## src/rtl/esof_pkg.sv

```systemverilog
// shared types for the encoder sigma outlier filter
package esof_pkg;

	typedef enum logic [2:0] {
		ST_IDLE,
		ST_LOAD,
		ST_DRAIN,
		ST_CALC,
		ST_DONE
	} state_t;

endpackage

```

## src/rtl/esof_if.sv

```systemverilog
// valid/ready stream interfaces for raw samples and filtered results
interface esof_in_if #(parameter int SAMPLE_BITS = 12);
	logic                   valid;
	logic                   ready;
	logic [SAMPLE_BITS-1:0] sample;

	modport source (output valid, output sample, input ready);
	modport sink (input valid, input sample, output ready);
endinterface

interface esof_out_if #(parameter int SAMPLE_BITS = 12);
	logic                   valid;
	logic                   ready;
	logic [SAMPLE_BITS-1:0] filtered_value;
	logic                   was_outlier;

	modport source (output valid, output filtered_value, output was_outlier, input ready);
	modport sink (input valid, input filtered_value, input was_outlier, output ready);
endinterface

```

## src/rtl/esof_rank.sv

```systemverilog
// lane bank that ranks the streamed window entries and picks the median
module esof_rank import esof_pkg::*; #(
	parameter int WINDOW_LEN  = 10,
	parameter int SAMPLE_BITS = 12
) (
	input  logic                             clk,
	input  logic                             load,
	input  logic [$clog2(WINDOW_LEN)-1:0]    idx,
	input  logic [SAMPLE_BITS-1:0]           data,
	output logic [SAMPLE_BITS-1:0]           median
);

	localparam int IW = $clog2(WINDOW_LEN);
	localparam logic [IW-1:0] K_LO = IW'((WINDOW_LEN - 1) / 2);
	localparam logic [IW-1:0] K_HI = IW'(WINDOW_LEN / 2);

	logic [SAMPLE_BITS-1:0] lane_q [WINDOW_LEN];
	logic [IW-1:0]          rank_q [WINDOW_LEN];
	logic [IW-1:0]          below;
	logic [SAMPLE_BITS-1:0] lo_val;
	logic [SAMPLE_BITS-1:0] hi_val;
	logic [SAMPLE_BITS:0]   mid_sum;

	// earlier lanes that are not above the new entry (ties ranked by index)
	always_comb begin
		below = '0;
		for (int i = 0; i < WINDOW_LEN; i++) begin
			if (IW'(i) < idx && lane_q[i] <= data) begin
				below = below + IW'(1);
			end
		end
	end

	always_ff @(posedge clk) begin
		if (load) begin
			for (int i = 0; i < WINDOW_LEN; i++) begin
				if (IW'(i) == idx) begin
					lane_q[i] <= data;
					rank_q[i] <= below;
				end else if (IW'(i) < idx && data < lane_q[i]) begin
					rank_q[i] <= rank_q[i] + IW'(1);
				end
			end
		end
	end

	// ranks form a permutation, so each select hits exactly one lane
	always_comb begin
		lo_val = '0;
		hi_val = '0;
		for (int i = 0; i < WINDOW_LEN; i++) begin
			if (rank_q[i] == K_LO) begin
				lo_val = lo_val | lane_q[i];
			end
			if (rank_q[i] == K_HI) begin
				hi_val = hi_val | lane_q[i];
			end
		end
		mid_sum = {1'b0, lo_val} + {1'b0, hi_val};
	end

	assign median = mid_sum[SAMPLE_BITS:1];

endmodule

```

## src/rtl/encoder_sigma_outlier_filter.sv

```systemverilog
// encoder sample outlier filter: sliding window sigma test with median substitution
//
// raw carries one encoder sample per request; filt returns one result per
// request: the sample itself, or the window median with was_outlier set when
// the sample lies outside mean plus or minus one population deviation of the
// window that already includes it.
// the window lives in a single-port memory used as a ring; a request is
// written at accept, then the whole window is read back one entry a cycle
// to build the sum, the sum of squares and the ranks of the median lanes.
// requests are taken only in the idle state: after the read walk over the
// window memory, a drain step and a compute step, the result is registered
// and the block returns to idle before it accepts the next request.
// reset clears the state machine and the per-entry valid bits, so entries
// never written read as zero; no clearing pass is needed.
// a new request is taken while a finished result still waits; if the
// receiver stalls, the block holds its next result until the output
// register frees and accepts nothing further meanwhile.
module encoder_sigma_outlier_filter import esof_pkg::*; #(
	parameter int WINDOW_LEN  = 10,
	parameter int SAMPLE_BITS = 12
) (
	input  logic         clk,
	input  logic         arst_n,
	esof_in_if.sink      raw,
	esof_out_if.source   filt
);

	localparam int IW  = $clog2(WINDOW_LEN);
	localparam int SW  = SAMPLE_BITS + IW;
	localparam int QW  = 2 * SAMPLE_BITS + IW;
	localparam int PW  = 2 * SW;
	localparam int SQW = 2 * SAMPLE_BITS;
	localparam logic [IW-1:0] LAST = IW'(WINDOW_LEN - 1);

	state_t state_q, state_d;

	logic [SAMPLE_BITS-1:0] mem [WINDOW_LEN];
	logic [WINDOW_LEN-1:0]  vld_q;
	logic [IW-1:0]          wptr_q;
	logic [IW-1:0]          cnt_q;

	logic                   take;
	logic                   rd_en;
	logic                   out_free;
	logic                   fin;

	logic [SAMPLE_BITS-1:0] rd_data_s1;
	logic                   rd_ok_s1;
	logic [IW-1:0]          rd_idx_s1;
	logic                   rd_vld_s1;
	logic [SAMPLE_BITS-1:0] w;
	logic [SQW-1:0]         wsq;

	logic [SAMPLE_BITS-1:0] x_q;
	logic [SW-1:0]          s_q;
	logic [QW-1:0]          q_q;

	logic [SW-1:0]          nx;
	logic [SW-1:0]          dev;
	logic [SW-1:0]          dev_s1;
	logic [PW-1:0]          ss_s1;
	logic [PW-1:0]          nq_s1;
	logic [SAMPLE_BITS-1:0] med;
	logic [SAMPLE_BITS-1:0] med_s1;
	logic [PW-1:0]          lhs;
	logic [PW-1:0]          rhs;
	logic                   outl;

	logic                   out_vld_q;
	logic [SAMPLE_BITS-1:0] out_val_q;
	logic                   out_flag_q;

	// next state
	always_comb begin
		state_d = state_q;
		unique case (state_q)
			ST_IDLE:  if (raw.valid) state_d = ST_LOAD;
			ST_LOAD:  if (cnt_q == LAST) state_d = ST_DRAIN;
			ST_DRAIN: state_d = ST_CALC;
			ST_CALC:  state_d = ST_DONE;
			ST_DONE:  if (out_free) state_d = ST_IDLE;
			default:  state_d = ST_IDLE;
		endcase
	end

	// control outputs
	always_comb begin
		out_free = !out_vld_q || filt.ready;
		take     = 1'b0;
		rd_en    = 1'b0;
		fin      = 1'b0;
		unique case (state_q)
			ST_IDLE:  take = raw.valid;
			ST_LOAD:  rd_en = 1'b1;
			ST_DRAIN: ;
			ST_CALC:  ;
			ST_DONE:  fin = out_free;
			default:  ;
		endcase
	end

	assign raw.ready = (state_q == ST_IDLE);

	always_ff @(posedge clk or negedge arst_n) begin
		if (!arst_n) begin
			state_q   <= ST_IDLE;
			vld_q     <= '0;
			wptr_q    <= '0;
			cnt_q     <= '0;
			rd_vld_s1 <= 1'b0;
			out_vld_q <= 1'b0;
		end else begin
			state_q   <= state_d;
			rd_vld_s1 <= rd_en;
			if (take) begin
				vld_q[wptr_q] <= 1'b1;
				wptr_q        <= (wptr_q == LAST) ? '0 : wptr_q + IW'(1);
				cnt_q         <= '0;
			end else if (rd_en) begin
				cnt_q <= cnt_q + IW'(1);
			end
			if (fin) begin
				out_vld_q <= 1'b1;
			end else if (filt.ready) begin
				out_vld_q <= 1'b0;
			end
		end
	end

	// window memory, one write or one read a cycle
	always_ff @(posedge clk) begin
		if (take) begin
			mem[wptr_q] <= raw.sample;
		end
		if (rd_en) begin
			rd_data_s1 <= mem[cnt_q];
			rd_ok_s1   <= vld_q[cnt_q];
			rd_idx_s1  <= cnt_q;
		end
	end

	// entries never written stand for the zeros left by reset
	assign w   = rd_ok_s1 ? rd_data_s1 : '0;
	assign wsq = SQW'(w) * SQW'(w);

	esof_rank #(
		.WINDOW_LEN  (WINDOW_LEN),
		.SAMPLE_BITS (SAMPLE_BITS)
	) u_rank (
		.clk    (clk),
		.load   (rd_vld_s1),
		.idx    (rd_idx_s1),
		.data   (w),
		.median (med)
	);

	assign nx  = SW'(WINDOW_LEN) * SW'(x_q);
	assign dev = (nx >= s_q) ? (nx - s_q) : (s_q - nx);
	assign lhs = PW'(dev_s1) * PW'(dev_s1);
	assign rhs = nq_s1 - ss_s1;
	assign outl = lhs > rhs;

	always_ff @(posedge clk) begin
		if (take) begin
			x_q <= raw.sample;
			s_q <= '0;
			q_q <= '0;
		end else if (rd_vld_s1) begin
			s_q <= s_q + SW'(w);
			q_q <= q_q + QW'(wsq);
		end
		if (state_q == ST_CALC) begin
			dev_s1 <= dev;
			ss_s1  <= PW'(s_q) * PW'(s_q);
			nq_s1  <= PW'(q_q) * PW'(WINDOW_LEN);
			med_s1 <= med;
		end
		if (fin) begin
			out_val_q  <= outl ? med_s1 : x_q;
			out_flag_q <= outl;
		end
	end

	assign filt.valid          = out_vld_q;
	assign filt.filtered_value = out_val_q;
	assign filt.was_outlier    = out_flag_q;

	a_accept_starts_walk: assert property (@(posedge clk) disable iff (!arst_n)
		take |=> (state_q == ST_LOAD && cnt_q == '0))
		else $error("read walk did not start after accept");

	a_read_data_in_walk: assert property (@(posedge clk) disable iff (!arst_n)
		rd_vld_s1 |-> (state_q == ST_LOAD || state_q == ST_DRAIN))
		else $error("memory read data outside the window walk");

	a_hold_while_stalled: assert property (@(posedge clk) disable iff (!arst_n)
		(state_q == ST_DONE && out_vld_q && !filt.ready) |=> (state_q == ST_DONE))
		else $error("result dropped while the output register was full");

	a_no_accept_while_busy: assert property (@(posedge clk) disable iff (!arst_n)
		(state_q != ST_IDLE) |=> !(take && $past(state_q) == ST_LOAD))
		else $error("request taken during the window walk");

endmodule
```

## src/flat_wrapper.sv

```systemverilog
// flat-port wrapper written by rule: the top's interface ports become plain ports
module encoder_sigma_outlier_filter_flat import esof_pkg::*;
#(
	parameter int WINDOW_LEN  = 10,
	parameter int SAMPLE_BITS = 12
)
  (clk, arst_n, raw_valid, raw_sample, raw_ready, filt_valid, filt_filtered_value, filt_was_outlier, filt_ready);
  esof_in_if #(.SAMPLE_BITS(SAMPLE_BITS)) raw_i ();
  esof_out_if #(.SAMPLE_BITS(SAMPLE_BITS)) filt_i ();
  input  logic clk;
  input  logic arst_n;
  input wire logic [$bits(raw_i.valid)-1:0] raw_valid;
  input wire logic [$bits(raw_i.sample)-1:0] raw_sample;
  output wire logic [$bits(raw_i.ready)-1:0] raw_ready;
  output wire logic [$bits(filt_i.valid)-1:0] filt_valid;
  output wire logic [$bits(filt_i.filtered_value)-1:0] filt_filtered_value;
  output wire logic [$bits(filt_i.was_outlier)-1:0] filt_was_outlier;
  input wire logic [$bits(filt_i.ready)-1:0] filt_ready;
  assign raw_i.valid = raw_valid;
  assign raw_i.sample = raw_sample;
  assign raw_ready = raw_i.ready;
  assign filt_valid = filt_i.valid;
  assign filt_filtered_value = filt_i.filtered_value;
  assign filt_was_outlier = filt_i.was_outlier;
  assign filt_i.ready = filt_ready;
  encoder_sigma_outlier_filter #(.WINDOW_LEN(WINDOW_LEN), .SAMPLE_BITS(SAMPLE_BITS)) u_core (.clk(clk), .arst_n(arst_n), .raw(raw_i), .filt(filt_i));
endmodule
```

## config.mk

```make
export PLATFORM = sky130hd
export DESIGN_NAME = encoder_sigma_outlier_filter_flat
export DESIGN_NICKNAME = d
export VERILOG_FILES = /design/src/rtl/esof_pkg.sv /design/src/rtl/esof_if.sv /design/src/rtl/esof_rank.sv /design/src/rtl/encoder_sigma_outlier_filter.sv /design/src/flat_wrapper.sv
export SDC_FILE = /design/constraint.sdc
export NUM_CORES = 2
export LEC_CHECK = 0
export BUFFER_PORTS_ARGS = -buffer_cell sky130_fd_sc_hd__clkbuf_2
export CELL_PAD_IN_SITES_DETAIL_PLACEMENT = 0
export CELL_PAD_IN_SITES_GLOBAL_PLACEMENT = 1
export CORE_UTILIZATION = 48
export CTS_CLUSTER_SIZE = 16
export DETAILED_ROUTE_END_ITERATION = 16
export GPL_TIMING_DRIVEN = 0
export HOLD_SLACK_MARGIN = 0.12
export PLACE_DENSITY = 0.89
export SYNTH_ARGS = -nofsm -noshare
export SYNTH_HDL_FRONTEND = slang
export SYNTH_SLANG_ARGS = --single-unit
```

## constraint.sdc

```tcl
create_clock -name clk -period 8.5 [get_ports clk]
set_input_delay 1.7 -clock clk [delete_from_list [all_inputs] [get_ports clk]]
set_output_delay 1.7 -clock clk [all_outputs]
set_load 0.005 [all_outputs]
```

After elaboration in Yosys (flattened, before gate mapping)
Memory sizes are Yosys's and may differ from the RTL's. A register that Yosys moved wholly into a read port is not among the register bits. Cells that the tools add are included.

Add/subtract/negate cells: 27. Multiply operators: 5. $lt $le $gt $ge: 35. Equality and inequality tests: 38. Mux-type cells: 158. Bitwise logic cells: 29. Reduce and logical (&&, ||, !) cells: 37.

Operators by type and width (number): $mux 12 (31); $or 12x12->12 (18); $mux 4 (31); $le 12x12->1 (10); $lt 12x12->1 (10); $reduce_or 12->1 (9); $mux 1 (89); $add 4x1->4 const B (21); $eq 4x3->1 const B (20); $mul 16x16->32 (2); $gt 32x32->1 (1); $sub 16x16->16 (2); $sub 32x32->32 (1); $mul 28x3->31 const B (1); $add 28x24->28 (1); $mul 12x12->24 (1); $logic_and 1x1->1 (21); $add 16x12->16 (1); $eq 3x4->1 const A (4); $ge 16x16->1 (1); $lt 3x4->1 const A (4); $mux 16 (1); $mul 3x12->15 const A (1); $pmux 3 s5 (1); other kinds (26) (47).

Flip-flop bits (word level): 188. RAM bits: 280. Input port bits: 16. Output and inout port bits: 15. Logic and storage cells: 349. Memories: 3.

Memories: u_core.mem (words 10, width 12, read ports 1, clocked after memory_dff 1, wr ports 1, line encoder_sigma_outlier_filter.sv:37) `logic [SAMPLE_BITS-1:0] mem [WINDOW_LEN];`; u_core.u_rank.lane_q (words 10, width 12, read ports 10, clocked after memory_dff 0, wr ports 1, line esof_rank.sv:17) `logic [SAMPLE_BITS-1:0] lane_q [WINDOW_LEN];`; u_core.u_rank.rank_q (words 10, width 4, read ports 10, clocked after memory_dff 0, wr ports 10, line esof_rank.sv:18) `logic [IW-1:0] rank_q [WINDOW_LEN];`.

Depth between registers and ports, before layout
Word-level depth: 23. Depth in mapped cells: 36. Gate-level depth less buffers: 34.

Modules after synthesis
From an unflattened synthesis, not the netlist that was laid out.

Cell total of the unflattened synthesis: 4652. Area total of the unflattened synthesis: 48119.9 sq um.

By module, submodules not included: encoder_sigma_outlier_filter (instances 1, cells each 3518, area an instance 36029.6 sq um, sequential area each 8993.6 sq um); esof_rank (instances 1, cells each 1134, area an instance 12090.3 sq um, sequential area each 4804.6 sq um).

Least setup slack after synthesis
No wires, ideal clock.

Path kind: reg-to-reg. From: register u_core.dev_s1[4]. To: register u_core.out_val_q[10] (netlist: u_core.filt.filtered_value[10]), data pin. Setup time: 260 ps. Arrival: 7806 ps. Data required time: 8240 ps. Path slack: 435 ps. Cell stages (with the launch flop): 32. Buffers on the path: 3. Period minus slack after synthesis: 8065 ps. Cells stage by stage: edfxtp_1 clkbuf_1 clkbuf_1 nand2_1 fa_1 inv_1 fa_1 fa_1 fa_1 fa_1 inv_1 fa_1 inv_1 ha_1 a21o_1 a21o_1 a21oi_1 nand3_1 a21oi_1 a211o_1 o211ai_1 a31o_2 a21oi_1 xnor2_1 ha_1 a21o_1 a21oi_1 o21ai_0 a21oi_1 a41o_1 buf_1 mux2_2.

Cells in the longest elaborated chain, start to end: 3.

RTL lines: start, declared (line encoder_sigma_outlier_filter.sv:60) `logic [SW-1:0] dev_s1;`; start signal, assigned (line encoder_sigma_outlier_filter.sv:173) `dev_s1 <= dev;`; $mul 16x16->32 (line encoder_sigma_outlier_filter.sv:159) `assign lhs = PW'(dev_s1) * PW'(dev_s1);`; $gt 32x32->1 (line encoder_sigma_outlier_filter.sv:161) `assign outl = lhs > rhs;`; $mux 12 (line encoder_sigma_outlier_filter.sv:179) `out_val_q <= outl ? med_s1 : x_q;`; end signal, assigned (line encoder_sigma_outlier_filter.sv:179); end, declared (line encoder_sigma_outlier_filter.sv:70) `logic [SAMPLE_BITS-1:0] out_val_q;`.

No other way between the ends. A chain may end at the register's enable or synchronous reset.

Final worst setup path
From: register u_core.dev_s1[13]. To: register u_core.out_val_q[5] (netlist: u_core.filt.filtered_value[5]), data pin.

Same word-level chain as after synthesis.

==> run summary <==
Clock Tree Buf Depth = 3
Nets = 5801
CP required = 8.88 ns
Post-Synth Simple-Gate Area = 0.108
CTS clk-pin slew, worst paths = 0.06 ns
Max_cap viols = 0
Initial antenna violation count = 5
Critical path class = flop to flop
Final number of max-transition violations = 0
Worst relative slew slack = 0.109
Register area share after synthesis = 0.292
HP Class = flop to flop
Die H = 316 um
Post-layout util = 0.532
Synth Flop Type = edfxtp_1
CP max-delay cell = fa_1
Detailed Routing Iterations Pass 1 = 6
DIE WIDTH = 316 um
Sink Count = 478
Worst clock skew = 0.0359 ns
IO Port Bufs = 30
Worst Path Arrival = 8.62 ns
Largest cells by area after synthesis = edfxtp_1, fa_1, ha_1
Fmax = 121 MHz
Largest family of logic cells by synthesized area = adder cells
Type of element launching the critical path = flop
First-pass GRT wire length = 192000 um
Share of cells above drive strength 1 = 0.0739
Area leader, netlist = edfxtp_1
DRC = 0
Overall routing resource usage = 0.250
Area share of the largest cell type after synthesis = 0.261
Worst-path fanout max = 10
Final wirelength = 124000 um
CP max stage delay = 0.55 ns
Ports = 31
Dpl hpwl = 94700 um
TNS Setup = 0 ns
Area grow syn2layout = 9.22%
Fin crit period = 8.23 ns
CORE AREA = 97100 um2
Compound-Gate Fraction of Synth Area = 0.103
Status = finished clean
H-tree Lvls = 2
Synthesized Nets = 5668
Commonest cells in the netlist = inv_1, ha_1, fa_1
FILL cells = 8446
Cts bufs inserted = 53
CTS tree = built
Final period util = 0.969
Worst skew pair latency = 0.66 ns
Actual slew at the worst max-slew pin = 1.34 ns
Multiplexer share of the synthesized area = 0.0340
Vias per cell = 5.68
Mean cell area of the mapped netlist = 10.3 um2
Cell with the most instances after synthesis = inv_1
Total number of vias = 34400
Total gr overflow = 0
Die Area = 99800 um2
Syn Inst Count = 4615
CP dominant cell by count = fa_1
Number of synthesized flops with an enable pin = 411
CTS root buffer = clkbuf_16
Initial DRC Count = 2930
Routed WL per cell = 20.4 um
Synth warn = 0
Post-Synth XOR/XNOR Area = 0.0435
Vias in the first global route = 34500
RePlAce Congestion = 0.922
Worst Path Buf+Inv = 5
Initial Util = 0.487
Cell family with most CP delay = adder cells
Async S/R FF share, synth = 0.0481
CP endpoint kind = flop
Finish-stage setup viols = 0
ANT cells = 0
Final hold vios = 0
Seq cells post-synth = 478
Synth unique cells = 81
Largest net degree at the start of global routing = 54
Adder-Cell Fraction of Synth Area = 0.342
Rows = 114
Post-Synthesis Cell Area = 47300 um2
Post-DRT Antenna Nets = 0
==> stage by stage <==
stage          instances  cell area [um2]  hold WS, ns  worst slack [ns]
6_report            6068            51700        0.467             0.265
5_1_grt             6068            51700        0.467           -0.0380
3_5_place_dp        5931            49300        0.440             -1.60
4_1_cts             6056            51400        0.464           0.00852
2_1_floorplan       4615            47300        0.423             0.435
3_3_place_gp        5921            49100        0.428             -1.57
==> layout by cell type (no fill, tap or decap), types with 17 or more instances in the layout <==
cell	Yosys	final
inv_1	850	846
ha_1	608	606
fa_1	429	428
edfxtp_1	411	411
nor2_1	273	273
nand2_1	248	243
a21oi_1	220	214
xnor2_1	153	146
o21ai_0	111	107
clkbuf_1	114	94
a21o_1	86	86
a22oi_1	72	72
xor2_1	70	69
and3_1	65	65
mux2i_1	62	61
nor2b_1	61	60
nand3_1	60	60
and2_1	66	59
clkbuf_16	0	54
nand4_1	52	52
nor3_1	60	48
dfxtp_1	44	44
buf_4	1	38
o21bai_1	37	37
clkbuf_2	0	37
mux2_2	33	33
nand2b_1	33	33
a221oi_1	28	28
mux4_2	26	26
or2_2	23	23
a22o_1	23	23
dfrtp_1	23	23
o21a_1	23	22
a211oi_1	22	22
and3b_1	23	22
or3_1	18	18
o211ai_1	17	17
a31oi_1	17	17
==> cell families after synthesis <==
family / after synthesis
flip-flops: 478
adder cells (fa/ha/maj): 1037
multiplexers: 123
AO/OA/AOI/OAI: 739
AND/OR/NAND/NOR: 1024
buffers and inverters: 985
XOR/XNOR: 229
==> routing by layer <==
layer  share of wire  track usage
met1            0.43        0.343
met2            0.46        0.402
met3           0.079       0.0397
met4           0.038       0.0881
met5         0.00031            0
==> path summary, 6_finish.rpt <==
kind                                                  start                                      end  slack (ns)  cells past startpoint
worst max-delay path            u_core.dev_s1[13]$_DFFE_PP_  u_core.filt.filtered_value[5]$_DFFE_PP_        0.27                     30
worst min-delay path            u_core.cnt_q[3]$_DFFE_PN0P_            u_core.rd_idx_s1[3]$_DFFE_PP_        0.47                      0
worst max register to register  u_core.dev_s1[13]$_DFFE_PP_  u_core.filt.filtered_value[5]$_DFFE_PP_        0.27                     30
worst min register to register  u_core.cnt_q[3]$_DFFE_PN0P_            u_core.rd_idx_s1[3]$_DFFE_PP_        0.47                      0
max in group asynchronous                            arst_n              u_core.vld_q[5]$_DFFE_PN0P_        6.95                      1
min in group asynchronous                            arst_n               u_core.rd_vld_s1$_DFF_PN0_        1.08                      1
==> state kept, by name (all words and copies together), names as in the netlist, 10 cells and up <==
name	cells
u_core.dev_s1	15
u_core.filt.filtered_value	12
u_core.med_s1	12
u_core.mem	120
u_core.nq_s1	31
u_core.q_q	28
u_core.rd_data_s1	12
u_core.s_q	16
u_core.ss_s1	31
u_core.u_rank.lane_q	120
u_core.u_rank.rank_q	40
u_core.vld_q	10
u_core.x_q	12
==> timing repair <==
item / CTS / global route
cloned: 3 / 3
endpoints found under the hold margin: 0 / 0
endpoints found under the setup margin: 43 / 43
hold buffers: 0 / 0
resized for setup: 64 / 50
pin swaps: 2 / 13
setup buffers: 24 / 9
==> final cells by class <==
cell class              instances  area, um2  area share
well taps                    1276       1600      0.0309
clock buffers                  59       1370      0.0265
repair inverters                3       15.0    0.000291
flip-flops and latches        478      13800       0.267
inverters                     857       3230      0.0625
repair buffers                 74        548      0.0106
plain buffers                 127        583      0.0113
clock inverters                40        414     0.00801
multi-input cells            3154      30100       0.583
==> worst register-to-register path, delay by kind of cell (launching register included) <==
| kind | cells | cell delay [ns] |
|---|---|---|
| muxes | 1 | 0.36 |
| and+or+nand+nor | 2 | 0.25 |
| xor gates and xnor gates | 1 | 0.19 |
| adders and majority gates | 8 | 3.76 |
| DFF | 1 | 0.45 |
| AOI/OAI and AO/OA | 13 | 2.32 |
| buffers and inverters | 5 | 0.66 |
Power is not shown: default switching activity piles up to over one toggle a cycle in this logic, so the estimate is an artifact.
